**config.mk**
```make
export PLATFORM = sky130hd
export DESIGN_NAME = ftt_minmax
export DESIGN_NICKNAME = d
export VERILOG_FILES = /design/src/hw/rtl/fall_time_tracker_macros.svh /design/src/hw/rtl/ftt_pkg.sv /design/src/hw/rtl/ftt_minmax.sv
export SDC_FILE = /design/constraint.sdc
export NUM_CORES = 1
export LEC_CHECK = 0
export ABC_AREA = 1
export BUFFER_PORTS_ARGS = -buffer_cell sky130_fd_sc_hd__buf_2
export CAP_MARGIN = 20
export CORE_UTILIZATION = 50
export CTS_BUF_LIST = sky130_fd_sc_hd__clkbuf_4 sky130_fd_sc_hd__clkbuf_8 sky130_fd_sc_hd__clkbuf_16
export CTS_CLUSTER_SIZE = 14
export DETAILED_ROUTE_END_ITERATION = 12
export GPL_TIMING_DRIVEN = 1
export PLACE_DENSITY = 0.77
export SKIP_LAST_GASP = 1
export SLEW_MARGIN = 20
export SYNTH_ARGS = -nofsm -noshare
export SYNTH_HDL_FRONTEND = slang
export SYNTH_SLANG_ARGS = --single-unit
```
**constraint.sdc**
```tcl
create_clock -name i_clk -period 4.11 [get_ports i_clk]
set_input_delay 1.0275 -clock i_clk [delete_from_list [all_inputs] [get_ports i_clk]]
set_output_delay 1.0275 -clock i_clk [all_outputs]
set_load 0.01 [all_outputs]
```
**src/hw/rtl/fall_time_tracker_macros.svh**
```systemverilog
// ----------------------------------------------------------------------------
// fall_time_tracker_macros.svh - assertion helpers
// Clocked on i_clk, disabled while i_rst_n is low.
// ----------------------------------------------------------------------------
`ifndef FALL_TIME_TRACKER_MACROS_SVH
`define FALL_TIME_TRACKER_MACROS_SVH

// same-cycle implication
`define FTT_ASSERT_NOW(lbl, ante, cons, msg) \
    lbl: assert property (@(posedge i_clk) disable iff (!i_rst_n) (ante) |-> (cons)) \
        else $error(msg);

// next-cycle implication
`define FTT_ASSERT_NEXT(lbl, ante, cons, msg) \
    lbl: assert property (@(posedge i_clk) disable iff (!i_rst_n) (ante) |=> (cons)) \
        else $error(msg);

`endif

```
**src/hw/rtl/ftt_pkg.sv**
```systemverilog
// ----------------------------------------------------------------------------
// ftt_pkg - fall time tracker shared definitions
// Widths, register indexes and the control bundle of the min/max scanner.
// ----------------------------------------------------------------------------
package ftt_pkg;

    localparam int WINDOW_DEPTH = 1024;
    localparam int SAMPLE_BITS  = 16;
    localparam int TIME_BITS    = 32;

    localparam int ADDR_BITS = (WINDOW_DEPTH > 1) ? $clog2(WINDOW_DEPTH) : 1;
    localparam int FILL_BITS = $clog2(WINDOW_DEPTH + 1);

    localparam int EDGE_BITS  = 8;
    localparam int CEIL_BITS  = 16;
    localparam int SCALE_SH   = 8;                  // thresholds scaled by 256
    localparam int COEF_BITS  = EDGE_BITS + 1;      // holds 0..256
    localparam int PROD_BITS  = SAMPLE_BITS + COEF_BITS + 2;
    localparam int THR_BITS   = PROD_BITS + 1;

    localparam int COUNT_BITS    = 32;
    localparam int CFG_IDX_BITS  = 1;
    localparam int CFG_DATA_BITS = 16;

    localparam logic [CFG_IDX_BITS-1:0] REG_EDGE_FRACTION = 1'd0;
    localparam logic [CFG_IDX_BITS-1:0] REG_MIN_CEILING   = 1'd1;

    localparam logic [EDGE_BITS-1:0] EDGE_RESET = 8'd64;
    localparam logic [CEIL_BITS-1:0] CEIL_RESET = 16'd1000;

    localparam logic CMD_SAMPLE = 1'b0;
    localparam logic CMD_GATE   = 1'b1;

    typedef logic [SAMPLE_BITS-1:0] t_sample;
    typedef logic [TIME_BITS-1:0]   t_time;

    typedef struct packed {
        logic clear;    // load max with 0, min with the ceiling
        logic acc;      // fold read data into max/min
    } t_scan_ctl;

endpackage

```
**src/hw/rtl/ftt_minmax.sv**
```systemverilog
// ----------------------------------------------------------------------------
// ftt_minmax - window max/min accumulator
// Folds one window word per beat of read data into running max and min.
// ----------------------------------------------------------------------------
module ftt_minmax (
    input  logic                        i_clk,
    input  ftt_pkg::t_scan_ctl          i_ctl,
    input  logic [ftt_pkg::CEIL_BITS-1:0] i_ceiling,
    input  ftt_pkg::t_sample            i_data,
    output ftt_pkg::t_sample            o_max,
    output ftt_pkg::t_sample            o_min
);
    import ftt_pkg::*;

    t_sample r_max;
    t_sample r_min;

    always_ff @(posedge i_clk) begin
        if (i_ctl.clear) begin
            r_max <= '0;
            r_min <= SAMPLE_BITS'(i_ceiling);
        end else if (i_ctl.acc) begin
            if (i_data > r_max) begin
                r_max <= i_data;
            end
            if (i_data < r_min) begin
                r_min <= i_data;
            end
        end
    end

    assign o_max = r_max;
    assign o_min = r_min;
endmodule

```
* Word level (Yosys, flattened, before mapping)
Cells that the tools add are included.
Storage, ports and cells: word-level logic and storage cells 11, input port bits 35, register bits 32
Cells by class: multiplexer cells 3, $lt $le $gt $ge 2, reductions and logical operators 4
Operators with widths (number):
- 16-bit 2-to-1 mux | 3
- 16-bit greater-than comparator | 1
- 16-bit less-than comparator | 1
- 2-bit AND reduction | 2
- 2-bit nonzero test | 2

* Longest topological paths before layout
word-level depth 4, depth in mapped cells 15

* Worst setup path after synthesis
Ideal clock, no wire load.
kind input to register, from input i_data[5], to register r_min[0], in the netlist o_min[0] (enable), path buffers 0, data arrival time 2.178 ns, stages on the path 8, setup slack 1.560 ns, data required time 3.738 ns, cell sequence ha_1 -> a21oi_1 -> nor2_1 -> a211oi_1 -> o21ai_0 -> nand2_1 -> nand2_1 -> nand2_1
On the way: cells in the longest elaborated chain, start to end 3
Ends and longest elaborated chain:
- start, declared | RTL line ftt_minmax.sv:9 | input ftt_pkg::t_sample i_data,
- 16-bit less-than comparator | RTL line ftt_minmax.sv:26 | if (i_data < r_min) begin
- 2-bit nonzero test (no line)
- 2-bit AND reduction (no line)
- end signal, assigned | RTL line ftt_minmax.sv:21 | r_min <= SAMPLE_BITS'(i_ceiling);
- end signal, assigned | RTL line ftt_minmax.sv:27 | r_min <= i_data;
- end, declared | RTL line ftt_minmax.sv:16 | t_sample r_min;
Every way passes these cells. A chain may end at the register's enable or synchronous reset.

* Worst setup path after layout
from input i_data[5], to register r_min[13], in the netlist o_min[13] (enable)
The elaborated chain is that of the path after synthesis.

==> flow_summary.yaml <==
sta:
  setup_violations: 0
  skew_ps: 11.42
  tightest_slew_ps: 725.9
  finalHoldViolCount: 0
  setup_tns_ps: 0
  rsz0062_at_grt: "false"
  slew_headroom: 0.5149
  period_needed_ps: 2681
  maxSlewViolCount: 0
  period_share: 0.6522
  timing.fmax_mhz: 373.1
  worst_slack_ps: 1429
floorplanning:
  rows: 24
  die_y_um: 69.80
  ioPinCount: 67
  die_w_um: 69.80
  start_util: 0.5243
  coreArea_mm2: 0.004384
  die_area_mm2: 0.004872
drt:
  drt-pass1-iter-count: 4
  vias_per_cell: 5.091
  routed-via-count: 2072
  drc: 0
  post_drt_wl_per_cell_um: 12.33
  postRouteAntennaNets: 0
  drt-total-wl_um: 5018
  drt_iter0_drc: 90
setup_path:
  crit_path_end_kind: "flop"
  worstPathMaxFanout: 16
  start_kind: "input port"
  required_ps: 4020
  arrival_ps: 2590
  slowest_delay_ps: 540
  cpMostUsedCell: "nand2_1"
  slowest_stage: "nand2_1"
  crit_type: "input port to flop"
  cp_cell_sequence: "buf_2, ha_1, a21oi_1, nor2_1, a211oi_1, o21ai_0, nand2_1, nand2_1, nand2_1"
global_routing:
  grt_pass1_wl_um: 8466
  track_usage: 0.2177
  grt_overflow: 0
  grt_max_degree: 34
  first_global_vias: 1869
  antenna_found_initial: 0
synth:
  ys_ff_latch: 32
  syn-instance-count: 287
  ys_types: 25
  syn_nets: 353
  synth_area_leaders: "edfxtp_1, ha_1, dfxtp_1"
  avgSynthCellArea_um2: 8.009
  ys_seq_area_frac: 0.3484
  synth_area_leader_cell: "edfxtp_1"
  syn-cell-area_mm2: 0.002298
  synth.top_cell.area_share: 0.2090
  yosysWarnings: 0
clock_network:
  cts_buffer_depth: 2
  cts.clk_slew.worst_paths_ps: 70
  cts_hold_buf: 0
  root_buffer: "clkbuf_8"
  cts.htree.levels: 2
  post-cts-setup-buffer-count: 0
  cts_tree: "yes"
  post_cts_resize_count: 0
  clock-sinks: 32
  insertion_delay_ps: 290
  numCtsBuffers: 5
placement:
  globalplace.congestion: 0.7666
  dp_hpwl_um: 3740
  dp_slack_ps: 1130
  port-buffer-count: 66
run_status:
  status: "finished, final reports clean"
power_and_ir_drop:
  power.density_mw_per_mm2: 352.7
  vdd_drop_max_mv: 0.1933
  p_leak_nw: 1.416
cells_and_area:
  num-fill-cells: 400
  n_antenna_cell: 0
  fin_nets: 420
  drive_gt1_frac: 0.3070
  area_delta_synth_final_pct: 18.62
flow_run:
  maxCapViolCount: 0
worst_hold_path:
  holdCritPathClass: "flop to flop"
[cells by family (layout without fill, tap and decap cells)]
group,count (synthesis),count (layout),synth area share
adders and majority gates,31,31,0.1688
buffers and inverters,65,133,0.1274
DFF,32,32,0.3484
and+or+nand+nor,108,108,0.2232
AOI/OAI and AO/OA,51,51,0.1323
[layer usage]
metal  track usage  routed length [um]
met5             0                   0
met4       0.06222                  68
met3       0.05087                 297
met2        0.3355                2239
met1        0.3042                2413
[cell type report]
type / count / area (um2) / share of cell area
Sequential cell: 32 / 800.8 / 0.2937
Inverter: 55 / 206.4 / 0.07572
Tap cell: 52 / 65.06 / 0.02386
Multi-Input combinational cell: 190 / 1205 / 0.4419
Timing Repair Buffer: 70 / 360.3 / 0.1322
Clock buffer: 7 / 83.83 / 0.03075
Clock inverter: 1 / 5.005 / 0.001836
[sequential cells by signal, summed over array words and instances, names as in the netlist]
register and cells:
o_max 16, o_min 16
[path summary, 6_finish.rpt]
check	depth (start not counted)	slack [ps]	start	end
hold reg to reg	2	510	o_max[2]$_SDFFE_PP0P_	o_max[2]$_SDFFE_PP0P_
hold / removal	2	510	o_max[2]$_SDFFE_PP0P_	o_max[2]$_SDFFE_PP0P_
setup / recovery	9	1430	i_data[5]	o_min[13]$_DFFE_PP_
setup reg to reg	9	1870	o_min[5]$_DFFE_PP_	o_min[13]$_DFFE_PP_
[report_power, final]
| group | switching (mW) | internal [mW] | leakage, nW |
|---|---|---|---|
| registers | 0.0257 | 0.377 | 0.295 |
| clock network | 0.119 | 0.132 | 0.0491 |
| logic | 0.184 | 0.123 | 1.07 |
[synthesized netlist by cell type]
cell type	n
nand3_1	13
nand4_1	3
clkinv_1	2
nor2_1	15
nand2_4	1
dfxtp_1	16
inv_1	53
clkbuf_1	3
a211oi_1	1
buf_6	6
nand3b_1	1
nand2_2	4
nand2_1	55
a21o_1	1
a21oi_1	18
edfxtp_1	16
nand3_2	5
a21oi_2	11
ha_1	31
o21a_1	1
nor3_1	1
nor2_4	1
buf_4	1
nor2_2	9
o21ai_0	19
[placed cells by master (no fill, tap or decap), drive strengths merged, types with 7 or more instances in the layout]
cell	count
ha	31
buf	70
a21oi	29
nand3	18
o21ai	19
inv	53
dfxtp	16
nand2	60
edfxtp	16
nor2	25
clkbuf	7
[stage by stage]
step	hold WS, ps	power (mW)	instance area [um2]	std cells	utilization
global route	543.2	1.025	2726	407	0.6219
finish	506.6	0.9617	2726	407	0.6219
CTS	517.7	0.9678	2726	407	0.6219
floorplan	524.2	0.6290	2298	287	-
detailed placement	501.7	0.7169	2638	399	0.6016
global placement	493.5	0.7072	2638	399	0.6016
[worst max-delay path, delay by kind of cell]
family                     cells  cell delay [ps]
buffers and inverters          1              120
and+or+nand+nor                4              700
adders and majority gates      1              310
AOI/OAI and AO/OA              3              430
No activity file was read; power rests on OpenSTA's default activity.
