===== src/hw/rtl/fall_time_tracker_macros.svh =====
// ----------------------------------------------------------------------------
// fall_time_tracker_macros.svh - assertion helpers
// Clocked on i_clk, disabled while i_rst_n is low.
// ----------------------------------------------------------------------------
`ifndef FALL_TIME_TRACKER_MACROS_SVH
`define FALL_TIME_TRACKER_MACROS_SVH

// same-cycle implication
`define FTT_ASSERT_NOW(lbl, ante, cons, msg) \
    lbl: assert property (@(posedge i_clk) disable iff (!i_rst_n) (ante) |-> (cons)) \
        else $error(msg);

// next-cycle implication
`define FTT_ASSERT_NEXT(lbl, ante, cons, msg) \
    lbl: assert property (@(posedge i_clk) disable iff (!i_rst_n) (ante) |=> (cons)) \
        else $error(msg);

`endif


===== src/hw/rtl/ftt_pkg.sv =====
// ----------------------------------------------------------------------------
// ftt_pkg - fall time tracker shared definitions
// Widths, register indexes and the control bundle of the min/max scanner.
// ----------------------------------------------------------------------------
package ftt_pkg;

    localparam int WINDOW_DEPTH = 1024;
    localparam int SAMPLE_BITS  = 16;
    localparam int TIME_BITS    = 32;

    localparam int ADDR_BITS = (WINDOW_DEPTH > 1) ? $clog2(WINDOW_DEPTH) : 1;
    localparam int FILL_BITS = $clog2(WINDOW_DEPTH + 1);

    localparam int EDGE_BITS  = 8;
    localparam int CEIL_BITS  = 16;
    localparam int SCALE_SH   = 8;                  // thresholds scaled by 256
    localparam int COEF_BITS  = EDGE_BITS + 1;      // holds 0..256
    localparam int PROD_BITS  = SAMPLE_BITS + COEF_BITS + 2;
    localparam int THR_BITS   = PROD_BITS + 1;

    localparam int COUNT_BITS    = 32;
    localparam int CFG_IDX_BITS  = 1;
    localparam int CFG_DATA_BITS = 16;

    localparam logic [CFG_IDX_BITS-1:0] REG_EDGE_FRACTION = 1'd0;
    localparam logic [CFG_IDX_BITS-1:0] REG_MIN_CEILING   = 1'd1;

    localparam logic [EDGE_BITS-1:0] EDGE_RESET = 8'd64;
    localparam logic [CEIL_BITS-1:0] CEIL_RESET = 16'd1000;

    localparam logic CMD_SAMPLE = 1'b0;
    localparam logic CMD_GATE   = 1'b1;

    typedef logic [SAMPLE_BITS-1:0] t_sample;
    typedef logic [TIME_BITS-1:0]   t_time;

    typedef struct packed {
        logic clear;    // load max with 0, min with the ceiling
        logic acc;      // fold read data into max/min
    } t_scan_ctl;

endpackage


===== src/hw/rtl/ftt_thresh.sv =====
// ----------------------------------------------------------------------------
// ftt_thresh - threshold multiply and compare unit
// Registers coef * range on load, then tests 256*sample < 256*min + product.
// ----------------------------------------------------------------------------
module ftt_thresh (
    input  logic                            i_clk,
    input  logic                            i_load,
    input  ftt_pkg::t_sample                i_held_max,
    input  ftt_pkg::t_sample                i_held_min,
    input  logic [ftt_pkg::COEF_BITS-1:0]   i_coef,
    input  ftt_pkg::t_sample                i_sample,
    output logic                            o_below
);
    import ftt_pkg::*;

    logic signed [SAMPLE_BITS:0]    range_s;
    logic signed [COEF_BITS:0]      coef_s;
    logic signed [PROD_BITS-1:0]    n_prod;
    logic signed [PROD_BITS-1:0]    r_prod;
    logic signed [THR_BITS-1:0]     base_s;
    logic signed [THR_BITS-1:0]     lim_s;
    logic signed [THR_BITS-1:0]     scaled_s;

    // range may go negative after an empty scan
    assign range_s = $signed({1'b0, i_held_max}) - $signed({1'b0, i_held_min});
    assign coef_s  = $signed({1'b0, i_coef});
    // both operands sign-extended to the product width first
    assign n_prod  = PROD_BITS'(range_s) * PROD_BITS'(coef_s);

    always_ff @(posedge i_clk) begin
        if (i_load) begin
            r_prod <= n_prod;
        end
    end

    assign base_s   = $signed(THR_BITS'({i_held_min, {SCALE_SH{1'b0}}}));
    assign scaled_s = $signed(THR_BITS'({i_sample, {SCALE_SH{1'b0}}}));
    assign lim_s    = base_s + THR_BITS'(r_prod);
    assign o_below  = scaled_s < lim_s;
endmodule


===== config.mk =====
export PLATFORM = sky130hd
export DESIGN_NAME = ftt_thresh
export DESIGN_NICKNAME = d
export VERILOG_FILES = /design/src/hw/rtl/fall_time_tracker_macros.svh /design/src/hw/rtl/ftt_pkg.sv /design/src/hw/rtl/ftt_thresh.sv
export SDC_FILE = /design/constraint.sdc
export NUM_CORES = 1
export LEC_CHECK = 0
export BUFFER_PORTS_ARGS = -buffer_cell sky130_fd_sc_hd__buf_4
export CORE_MARGIN = 1.5
export CORE_UTILIZATION = 36
export CTS_CLUSTER_SIZE = 24
export DETAILED_ROUTE_END_ITERATION = 8
export GPL_TIMING_DRIVEN = 0
export PLACE_DENSITY_LB_ADDON = 0.25
export SYNTH_ARGS = -nofsm -noshare
export SYNTH_HDL_FRONTEND = slang
export SYNTH_SLANG_ARGS = --single-unit

===== constraint.sdc =====
create_clock -name i_clk -period 8.01 [get_ports i_clk]
set_input_delay 0.801 -clock i_clk [delete_from_list [all_inputs] [get_ports i_clk]]
set_output_delay 0.801 -clock i_clk [all_outputs]
set_load 0.05 [all_outputs]

; ---- After elaboration in Yosys (flattened, before gate mapping)
; Cells that the tools add are included.
[classes]
magnitude_cmp = 1
n_addsub = 2
n_mul = 1
[op_table]
columns = operator, n
row1 = $add 25x27->28, 1
row2 = $lt 25x28->1, 1
row3 = $mul 17x10->27, 1
row4 = $sub 16x16->17, 1
[totals]
wordCells = 5
ff_bits = 27
in_bits = 59

; ---- Logic depth before layout (Yosys ltp)
; Gate-level depths: netlist of run 1.
[logic_depth]
word_depth = 2
mapped_depth = 30
mapped_depth_nobuf = 29

; ---- Least setup slack after synthesis of run 1
; OpenSTA, ideal clock, no wires.
[synth_timing]
path_kind = input to register
startpoint = in i_held_min[2]
endpoint = reg r_prod[23], data pin
path_stages = 26
arrival_time_ps = 7121
slack_ps = 628
setup_ps = 261
required_time_ps = 7749
cell_sequence = inv_1 -> ha_1 -> nor2b_1 -> o2111ai_2 -> nand4_1 -> a221oi_2 -> o21ai_1 -> a2111oi_0 -> nand3b_2 -> nand2_1 -> fa_1 -> inv_1 -> fa_1 -> fa_1 -> fa_1 -> inv_1 -> fa_1 -> inv_1 -> ha_1 -> and3_1 -> and2_1 -> a21oi_1 -> nor2b_1 -> o41a_1 -> o31a_1 -> a311o_1
[synth_between]
elab_chain_len = 2
[synth_rtl]
columns = item, line
row1 = "start, declared", ftt_thresh.sv:9  ; input ftt_pkg::t_sample i_held_min,
row2 = $sub 16x16->17, ftt_thresh.sv:25  ; assign range_s = $signed({1'b0, i_held_max}) - $signed({1'b0, i_held_min});
row3 = $mul 17x10->27, ftt_thresh.sv:28  ; assign n_prod = PROD_BITS'(range_s) * PROD_BITS'(coef_s);
row4 = via n_prod[23], ftt_thresh.sv:18  ; logic signed [PROD_BITS-1:0] n_prod;
row5 = "end signal, assigned", ftt_thresh.sv:32  ; r_prod <= n_prod;
row6 = "end, declared", ftt_thresh.sv:19  ; logic signed [PROD_BITS-1:0] r_prod;
; The timed path passes the listed nets, and every way through them passes these cells.
; A chain may end at the register's enable or synchronous reset.

; ---- Worst setup path after layout of run 1
[layout_timing]
startpoint = in i_held_max[0]
endpoint = reg r_prod[23], data pin
[layout_between]
elab_chain_len = 2
[layout_rtl]
columns = item, line
row1 = "start, declared", ftt_thresh.sv:8  ; input ftt_pkg::t_sample i_held_max,
row2 = $sub 16x16->17, ftt_thresh.sv:25
row3 = $mul 17x10->27, ftt_thresh.sv:28
row4 = via n_prod[23], ftt_thresh.sv:18
; The timed path passes the listed nets, and every way through them passes these cells.

==> results of run 1 <==
-- timing repair --
item / in CTS / in global routing
hold endpoints to repair: 0 / 0
setup endpoints to repair: 5 / 8
resized for setup: 8 / 24
pin swaps: 1 / 8
setup buffers: 0 / 12
-- final cells by class --
cell class                 count  area share [%]
multi-input combinational    694            73.5
sequential                    27            8.56
inverter                     183            7.25
timing repair buffer          69            5.60
tap                          285            3.76
clock buffer                   4           0.832
buffer                        13           0.515
-- through the flow --
| step | instance area (um2) | utilization [%] |
|---|---|---|
| CTS | 9200 | 40.8 |
| detailed placement | 9060 | 40.1 |
| global route | 9470 | 42.0 |
| finish | 9470 | 42.0 |
| floorplan | 8270 | - |
| global placement | 9060 | 40.1 |
-- routing by layer --
metal / wire, um / share of wire (%) / vias up / GRT usage [%]
li1: - / - / 3113 / -
met3: 408 / 2.2 / 13 / 0.869
met1: 9110 / 48 / 3153 / 23.0
met4: 214 / 1.1 / 0 / 3.30
met5: 0 / 0 / - / 0
met2: 9240 / 49 / 78 / 30.4
-- worst max-delay path by stage --
stage / endpoint / from / slack [ns] / depth (start not counted)
after floorplan: r_prod[23] / i_held_min[2] / 0.63 / 26
after global placement: r_prod[23] / i_held_max[0] / -0.67 / 28
after detailed placement: r_prod[23] / i_held_max[0] / -0.67 / 28
after CTS: r_prod[23] / i_held_max[0] / 0.004 / 29
after global routing: r_prod[23] / i_held_min[1] / -0.08 / 27
final: r_prod[23] / i_held_max[0] / 0.30 / 29
-- kinds of logic (layout without fill, tap and decap cells) --
| kind of cell | Yosys count | after routing | synth area share (%) |
|---|---|---|---|
| buf+inv | 196 | 269 | 8.89 |
| flops | 27 | 27 | 9.80 |
| xor+xnor | 50 | 50 | 5.29 |
| simple gates | 263 | 263 | 16.0 |
| compound gates | 143 | 143 | 12.1 |
| fa+ha+maj | 238 | 238 | 47.9 |
-- placed cells by master (no fill, tap or decap), types with 25 or more instances in the layout --
cell	n
ha_1	106
and2_1	67
xnor2_1	25
inv_1	182
a21oi_1	40
nor2_1	30
edfxtp_1	27
nand2_1	91
fa_1	129
buf_4	68
==> Implementation_results.wiki, run 1 <==
{| class="wikitable"
! Metric !! Value
|-
| HPWL reported at the end of detailed placement || 16000 um
|-
| Die width || 155 um
|-
| Sequential share of the synthesized area || 9.80%
|-
| # Max-Cap Violations || 0
|-
| Unrepaired setup endpoints after global routing || true
|-
| Synth cell count leaders || 182 x inv_1, 131 x fa_1, 107 x ha_1
|-
| Max-slew violation total from the final report || 0
|-
| Aggregate global routing overflow || 0
|-
| Largest net degree at the start of global routing || 28
|-
| Row count || 55
|-
| Number of top-level design ports || 60
|-
| Outcome || finished clean
|-
| Launching element type of the critical path || primary input
|-
| Full die area || 0.0239 mm2
|-
| Delay of the slowest critical-path stage || 0.54 ns
|-
| Post-synth EDFFs || 27
|-
| Root buffer selected by CTS || clkbuf_16
|-
| Worst slack on hold paths || 0.966 ns
|-
| Number of register bits inferred by synthesis || 27
|-
| Average via count per standard cell || 4.99
|-
| Post-synthesis instance area || 0.00827 mm2
|-
| Transition time at the pin with the least slew margin || 1.04 ns
|-
| Clock sinks || 27
|-
| Hold path cells || 1
|-
| YS warnings || 0
|-
| Drc violations || 0
|-
| Setup Viol. Count Final || 0
|-
| Most flop-heavy register || r_prod
|-
| Global-route wire length before repair || 32800 um
|-
| Maximum root-to-sink buffer count || 2
|-
| Cell type with the largest total area after synthesis || fa_1
|-
| Crit path buf inv count || 6
|-
| Crit-path leading delay family || adder cells
|-
| Mean post-synth cell area || 9.02 um2
|-
| Portion of synthesized cell area occupied by the leading cell type || 31.7%
|-
| Initial antenna violation count || 0
|-
| Setup Slack @ Placement || -0.666 ns
|-
| Final setup TNS || 0 ns
|-
| Non-Filler Instances || 1275
|-
| Effective utilization at floorplan || 36.7%
|-
| Max_slew headroom || 29.9%
|-
| WL per Instance || 14.9 um
|-
| Multi-input gate area || 0.00696 mm2
|-
| Dominant synthesized flop cell || edfxtp_1
|-
| Max FFs per register || 27
|-
| Starting DRC count in detailed routing || 195
|-
| Worst Setup End Kind || flop
|-
| Clock tree from TritonCTS || done
|-
| Hold-fix buffer count after cts || 0
|-
| Final net count || 1288
|-
| Endpoint with the worst hold slack || r_prod[2]
|-
| Aggregate global-route resource usage || 17.1%
|-
| Crit path setup slack, layout || 0.296 ns
|-
| Minimum clock period || 7.71 ns
|-
| Top cells by area in the synthesized netlist || fa_1 32%, ha_1 16%, edfxtp_1 9.8%
|-
| Area added between synthesis and finish || 14.5%
|-
| Number of fill cells in the layout || 2284
|-
| Seq. cell area || 811 um2
|-
| Ratio of cells with drive above 1 in the final layout || 10.3%
|-
| Gate count of the mapped netlist || 917
|-
| Clock-pin slew reported for the worst setup and hold paths after clock tree synthesis || 0.06 ns
|-
| Fin crit share || 96.3%
|-
| Number of CTS-inserted buffers || 3
|-
| Cell total after placement || 1259
|-
| Cell with the largest stage delay on the worst path || fa_1
|-
| Async SR Flop Fraction || 0%
|-
| Max frequency || 0.130 GHz
|-
| 1st-pass router iterations || 4
|-
| Number of H-tree branching levels || 1
|-
| Number of global-route vias before repair || 6829
|-
| RD Place Congestion || 0.854
|-
| Number of vias after detailed routing || 6357
|-
| Highest fanout seen on the critical path || 6
|-
| Unique cell type count in the Yosys netlist || 57
|-
| Port-buffer cells || 57
|-
| Startpoint of the most critical hold path || i_load
|-
| Final-report hold violation count || 0
|-
| Die Y || 155 um
|-
| Most used standard cell by instance count after synthesis || inv_1
|-
| Data required, critical path || 8.02 ns
|-
| WP data arrival || 7.73 ns
|-
| Final ANT Viol Nets || 0
|-
| CP most frequent cell || fa_1
|-
| Largest regs || r_prod: 27 flops
|-
| Path class of the lowest-slack min-delay path || primary input to flop
|-
| Post-synth net total || 1214
|-
| Wire length reported by the detailed router || 19000 um
|-
| Critical path class || primary input to flop
|-
| Total core area || 0.0226 mm2
|-
| Number of antenna repair diodes || 0
|}
Power of run 1 is not shown: default switching activity piles up to over one toggle a cycle in this logic, so the estimate is an artifact.
==> inputs of run 2 (changes only) <==
Settings changed: CORE_ASPECT_RATIO from default to 0.9, SLEW_MARGIN from default to 30.
==> run 2 against run 1 <==
Effect of this change:
- flip-flop and latch count is the same
- hold slack gained 0.011 ns
- sequential share of layout area is essentially flat
- via count shrank 0.16%
- core utilization grew 0.20 points
- non-clock buffer count is the same
- worst setup slack lost 0.044 ns
- first-iteration DRC count grew 25%
- die area is essentially flat
- fmax shrank 0.57%
- global-route usage grew 0.30 points
- count of clock-buffer cells in the layout shrank 1
==> Implementation_results.wiki, run 2 (synthesis gave the netlist of run 1 again) <==
{| class="wikitable"
! Metric !! Value
|-
| Outcome || finished clean
|-
| Aggregate global-route resource usage || 17.3% (+0.30 points)
|-
| Port-buffer cells || 57 (unchanged)
|-
| Max-slew violation total from the final report || 0 (unchanged)
|-
| Area added between synthesis and finish || 14.7%
|-
| Average via count per standard cell || 4.93 (-1.1%)
|-
| Crit path buf inv count || 5 (-1)
|-
| Hold-fix buffer count after cts || 0 (unchanged)
|-
| Worst Setup End Kind || flop
|-
| Final setup TNS || 0 ns (unchanged)
|-
| Launching element type of the critical path || primary input
|-
| Cell Area, Placed || 0.00909 mm2 (+0.33%)
|-
| Total core area || 0.0225 mm2 (-0.27%)
|-
| Most flop-heavy register || r_prod
|-
| Clock-pin slew reported for the worst setup and hold paths after clock tree synthesis || 0.08 ns (+0.02 ns)
|-
| Initial antenna violation count || 0 (unchanged)
|-
| Final-report hold violation count || 0 (unchanged)
|-
| Die Y || 147 um (-5.0%)
|-
| Routing usage on met2 || 30.9% (+0.48 points)
|-
| Die width || 163 um (+5.3%)
|-
| Clock tree from TritonCTS || done
|-
| Minimum clock period || 7.76 ns (+0.0442 ns)
|-
| Drc violations || 0 (unchanged)
|-
| Delay of the slowest critical-path stage || 0.54 ns (about the same)
|-
| Row count || 52 (-5.5%)
|-
| Effective utilization at floorplan || 36.7% (+0.098 points)
|-
| Root buffer selected by CTS || clkbuf_16
|-
| Most common cell after layout, fill and taps aside || inv_1
|-
| Number of top-level design ports || 60 (unchanged)
|-
| Maximum root-to-sink buffer count || 2 (unchanged)
|-
| Max frequency || 0.129 GHz (-0.57%)
|-
| Fraction of met3 tracks used by global routing || 1.36% (+0.49 points)
|-
| Max_slew headroom || 33.9% (+4.0 points)
|-
| Final core utilization || 42.2% (+0.20 points)
|-
| WP data arrival || 7.78 ns (+0.05 ns)
|-
| Cell with the largest stage delay on the worst path || fa_1
|-
| Most frequent cells in the layout || 182 x inv_1, 131 x fa_1, 105 x ha_1
|-
| Setup Viol. Count Final || 0 (unchanged)
|-
| CP most frequent cell || fa_1
|-
| Final net count || 1288 (unchanged)
|-
| Fin crit share || 96.9% (+0.55 points)
|-
| RD Place Congestion || 0.799 (-6.4%)
|-
| Highest fanout seen on the critical path || 5 (-1)
|-
| Path class of the lowest-slack min-delay path || primary input to flop
|-
| Aggregate global routing overflow || 0 (unchanged)
|-
| Critical path class || primary input to flop
|-
| WL per Instance || 15.1 um (+1.7%)
|-
| # Max-Cap Violations || 0 (unchanged)
|-
| HPWL reported at the end of detailed placement || 16200 um (+1.3%)
|-
| Transition time at the pin with the least slew margin || 0.984 ns (-0.0592 ns)
|-
| Global-route wire length before repair || 32900 um (+0.29%)
|-
| Starting DRC count in detailed routing || 243 (+25%)
|-
| Wire length reported by the detailed router || 19500 um (+2.6%)
|-
| Final instance area || 0.00949 mm2 (+0.20%)
|-
| Data required, critical path || 8.03 ns (about the same)
|-
| Final ANT Viol Nets || 0 (unchanged)
|-
| Largest net degree at the start of global routing || 28 (unchanged)
|-
| Highest-utilization routing layer at the global route stage || met2
|-
| Ratio of cells with drive above 1 in the final layout || 10.5% (+0.20 points)
|-
| Largest regs || r_prod: 27 flops
|-
| Number of H-tree branching levels || 1 (unchanged)
|-
| Clock sinks || 27 (unchanged)
|-
| Crit-path leading delay family || adder cells
|-
| Number of global-route vias before repair || 6580 (-3.6%)
|-
| Number of antenna repair diodes || 0 (unchanged)
|-
| Number of vias after detailed routing || 6347 (-0.16%)
|-
| Max FFs per register || 27 (unchanged)
|-
| Full die area || 0.0239 mm2 (about the same)
|-
| 1st-pass router iterations || 4 (unchanged)
|-
| Met1 layer usage reported by global route || 23.6% (+0.56 points)
|-
| Number of CTS-inserted buffers || 3 (unchanged)
|}
## run 2: metal layers
layer | up-vias | wire [um]
li1 | 3114 | -
met1 | 3137 | 9030
met2 | 82 | 9650
met3 | 14 | 589
met4 | 0 | 197
met5 | - | 0
## run 2: layout make-up
class	count	area [um2]
buffer	13	48.8
clock buffer	3	75.1
clock inverter	1	7.51
fill	2300	13000
inverter	183	687
multi-input combinational	694	6970
sequential	27	811
tap	297	372
timing repair buffer	69	518
## run 2: worst paths after layout
kind / startpoint / to / cells past startpoint
max: i_held_max[0] / r_prod[23] / 28
min: i_load / r_prod[13] / 1
## run 2: stage by stage
stage	hold slack, ns	cells	setup WS [ns]
CTS	0.980	1275	0.00200
detailed placement	1.27	1271	-0.736
global route	0.989	1287	-0.0355
floorplan	0.913	917	0.628
global placement	1.26	1271	-0.676
finish	0.978	1287	0.252
## run 2: timing repair
action / CTS / global route
pin swaps: 1 / 9
buffers inserted: 0 / 12
setup endpoints to repair: 5 / 6
resized for setup: 6 / 22
Power of run 2 is left out for the same reason.
==> inputs of run 3 (changes only) <==
Settings changed: CTS_BUF_LIST from default to sky130_fd_sc_hd__clkbuf_4 sky130_fd_sc_hd__clkbuf_8.
==> run 3 against run 2 <==
Effect of this change:
- critical path depth unchanged
- flip-flop and latch count unchanged
- non-clock buffer count unchanged
- fmax up 0.25%
- largest cell class unchanged
- global-route usage about the same
- cell area down 0.71%
- critical endpoint unchanged
- final cell count unchanged
- via count down 0.19%
==> Implementation_results.wiki, run 3 (synthesis gave the netlist of run 1 again) <==
{| class="wikitable"
! Metric !! Value
|-
| Outcome || finished clean
|-
| Die width || 163 um (unchanged)
|-
| Die Y || 147 um (unchanged)
|-
| Initial antenna violation count || 0 (unchanged)
|-
| 1st-pass router iterations || 4 (unchanged)
|-
| Wire length reported by the detailed router || 19400 um (-0.40%)
|-
| Aggregate global routing overflow || 0 (unchanged)
|-
| Largest regs || r_prod: 27 flops
|-
| Number of top-level design ports || 60 (unchanged)
|-
| Most flop-heavy register || r_prod
|-
| Seq. cell area || 811 um2 (unchanged)
|-
| Setup Viol. Count Final || 0 (unchanged)
|-
| Highest fanout seen on the critical path || 5 (unchanged)
|-
| Final net count || 1288 (unchanged)
|-
| Multi-input gate area || 0.00694 mm2 (-0.48%)
|-
| Total core area || 0.0225 mm2 (unchanged)
|-
| Clock tree from TritonCTS || done
|-
| Global-route wire length before repair || 32900 um (-0.15%)
|-
| Worst Setup End Kind || flop
|-
| Full die area || 0.0239 mm2 (unchanged)
|-
| Clock sinks || 27 (unchanged)
|-
| Final ANT Viol Nets || 0 (unchanged)
|-
| Max frequency || 0.129 GHz (+0.25%)
|-
| Fin crit share || 96.6% (-0.25 points)
|-
| Effective utilization at floorplan || 36.7% (unchanged)
|-
| Final-report hold violation count || 0 (unchanged)
|-
| Area added between synthesis and finish || 13.9%
|-
| Worst setup startpoint || i_held_max[0]
|-
| Critical path class || primary input to flop
|-
| HPWL reported at the end of detailed placement || 16200 um (unchanged)
|-
| # Max-Cap Violations || 0 (unchanged)
|-
| Path class of the lowest-slack min-delay path || primary input to flop
|-
| Hold-fix buffer count after cts || 0 (unchanged)
|-
| Number of H-tree branching levels || 1 (unchanged)
|-
| Setup Slack @ Placement || -0.736 ns (unchanged)
|-
| Minimum clock period || 7.74 ns (-0.0197 ns)
|-
| Transition time at the pin with the least slew margin || 1.00 ns (+0.0182 ns)
|-
| Launching element type of the critical path || primary input
|-
| Most frequent cells in the layout || 182 x inv_1, 131 x fa_1, 107 x ha_1
|-
| Worst slack on hold paths || 0.945 ns (-0.0325 ns)
|-
| Data required, critical path || 8.06 ns (+0.03 ns)
|-
| Most common cell after layout, fill and taps aside || inv_1
|-
| Starting DRC count in detailed routing || 220 (-9.5%)
|-
| Number of CTS-inserted buffers || 3 (unchanged)
|-
| Max_slew headroom || 32.7% (-1.2 points)
|-
| Crit path setup slack, layout || 0.272 ns (+0.0197 ns)
|-
| Capture point of the critical path || r_prod[23]
|-
| Final instance area || 0.00942 mm2 (-0.71%)
|-
| Number of fill cells in the layout || 2310 (+0.43%)
|-
| Number of global-route vias before repair || 6569 (-0.17%)
|-
| Maximum root-to-sink buffer count || 2 (unchanged)
|-
| Max-slew violation total from the final report || 0 (unchanged)
|-
| Cell Area, Placed || 0.00909 mm2 (unchanged)
|-
| Number of antenna repair diodes || 0 (unchanged)
|-
| RD Place Congestion || 0.799 (unchanged)
|-
| Average via count per standard cell || 4.92 (-0.19%)
|-
| Clock-pin slew reported for the worst setup and hold paths after clock tree synthesis || 0.11 ns (+0.03 ns)
|-
| Ratio of cells with drive above 1 in the final layout || 10.3% (-0.20 points)
|-
| WP data arrival || 7.78 ns (about the same)
|-
| Number of vias after detailed routing || 6335 (-0.19%)
|-
| Final core utilization || 41.9% (-0.30 points)
|-
| Aggregate global-route resource usage || 17.3% (-0.019 points)
|-
| Port-buffer cells || 57 (unchanged)
|-
| Max FFs per register || 27 (unchanged)
|-
| Root buffer selected by CTS || clkbuf_8
|-
| Row count || 52 (unchanged)
|-
| Drc violations || 0 (unchanged)
|-
| Largest net degree at the start of global routing || 28 (unchanged)
|-
| WL per Instance || 15.1 um (-0.40%)
|}
## run 3: layout make-up
cell class / count / share of cell area [%]
Sequential cell: 27 / 8.60
Timing Repair Buffer: 69 / 5.50
Inverter: 183 / 7.29
Clock inverter: 1 / 0.0797
Multi-Input combinational cell: 694 / 73.6
Buffer: 13 / 0.518
Clock buffer: 3 / 0.438
Tap cell: 297 / 3.94
## run 3: critical path, cell delays in order
cell,delay (ns)
buf_4,0.10
inv_1,0.05
ha_1,0.18
fa_1,0.21
nor2b_1,0.08
o2111ai_2,0.19
nand4_1,0.23
a221oi_4,0.41
o21ai_4,0.14
a2111oi_4,0.31
nand3b_4,0.23
nand2_1,0.08
fa_1,0.49
inv_1,0.05
fa_1,0.53
fa_1,0.44
fa_1,0.54
inv_1,0.05
fa_1,0.52
inv_1,0.04
ha_1,0.34
and3_1,0.19
and2_1,0.17
a21oi_1,0.18
nor2b_2,0.09
o41a_1,0.43
o31a_1,0.33
a311o_1,0.36
## run 3: how the worst min path moves through the flow
stage,from,end,slack [ns],cells past startpoint
floorplan,i_load,r_prod[0],0.91,0
global placement,i_load,r_prod[9],1.26,1
detailed placement,i_load,r_prod[13],1.27,1
CTS,i_load,r_prod[13],0.95,1
global route,i_load,r_prod[13],0.96,1
finish,i_load,r_prod[13],0.95,1
## run 3: through the flow
step           instances  setup TNS (ns)
6_report            1287               0
5_1_grt             1287        -0.00798
4_1_cts             1275               0
3_5_place_dp        1271           -2.74
3_3_place_gp        1271           -2.28
2_1_floorplan        917               0
## run 3: layer usage
metal	global-route usage [%]	up-vias	wire [um]	share of wire (%)
met5	0	-	0	0
met4	2.16	0	190	0.98
met3	1.36	12	404	2.1
met2	30.7	64	9620	50
met1	23.6	3144	9180	47
li1	-	3115	-	-
## run 3: repair_timing
action	in CTS	in global routing
pin swaps	1	10
resized for setup	6	19
cloned	0	0
setup endpoints to repair	5	5
setup buffers	0	12
Power of run 3 is left out for the same reason.
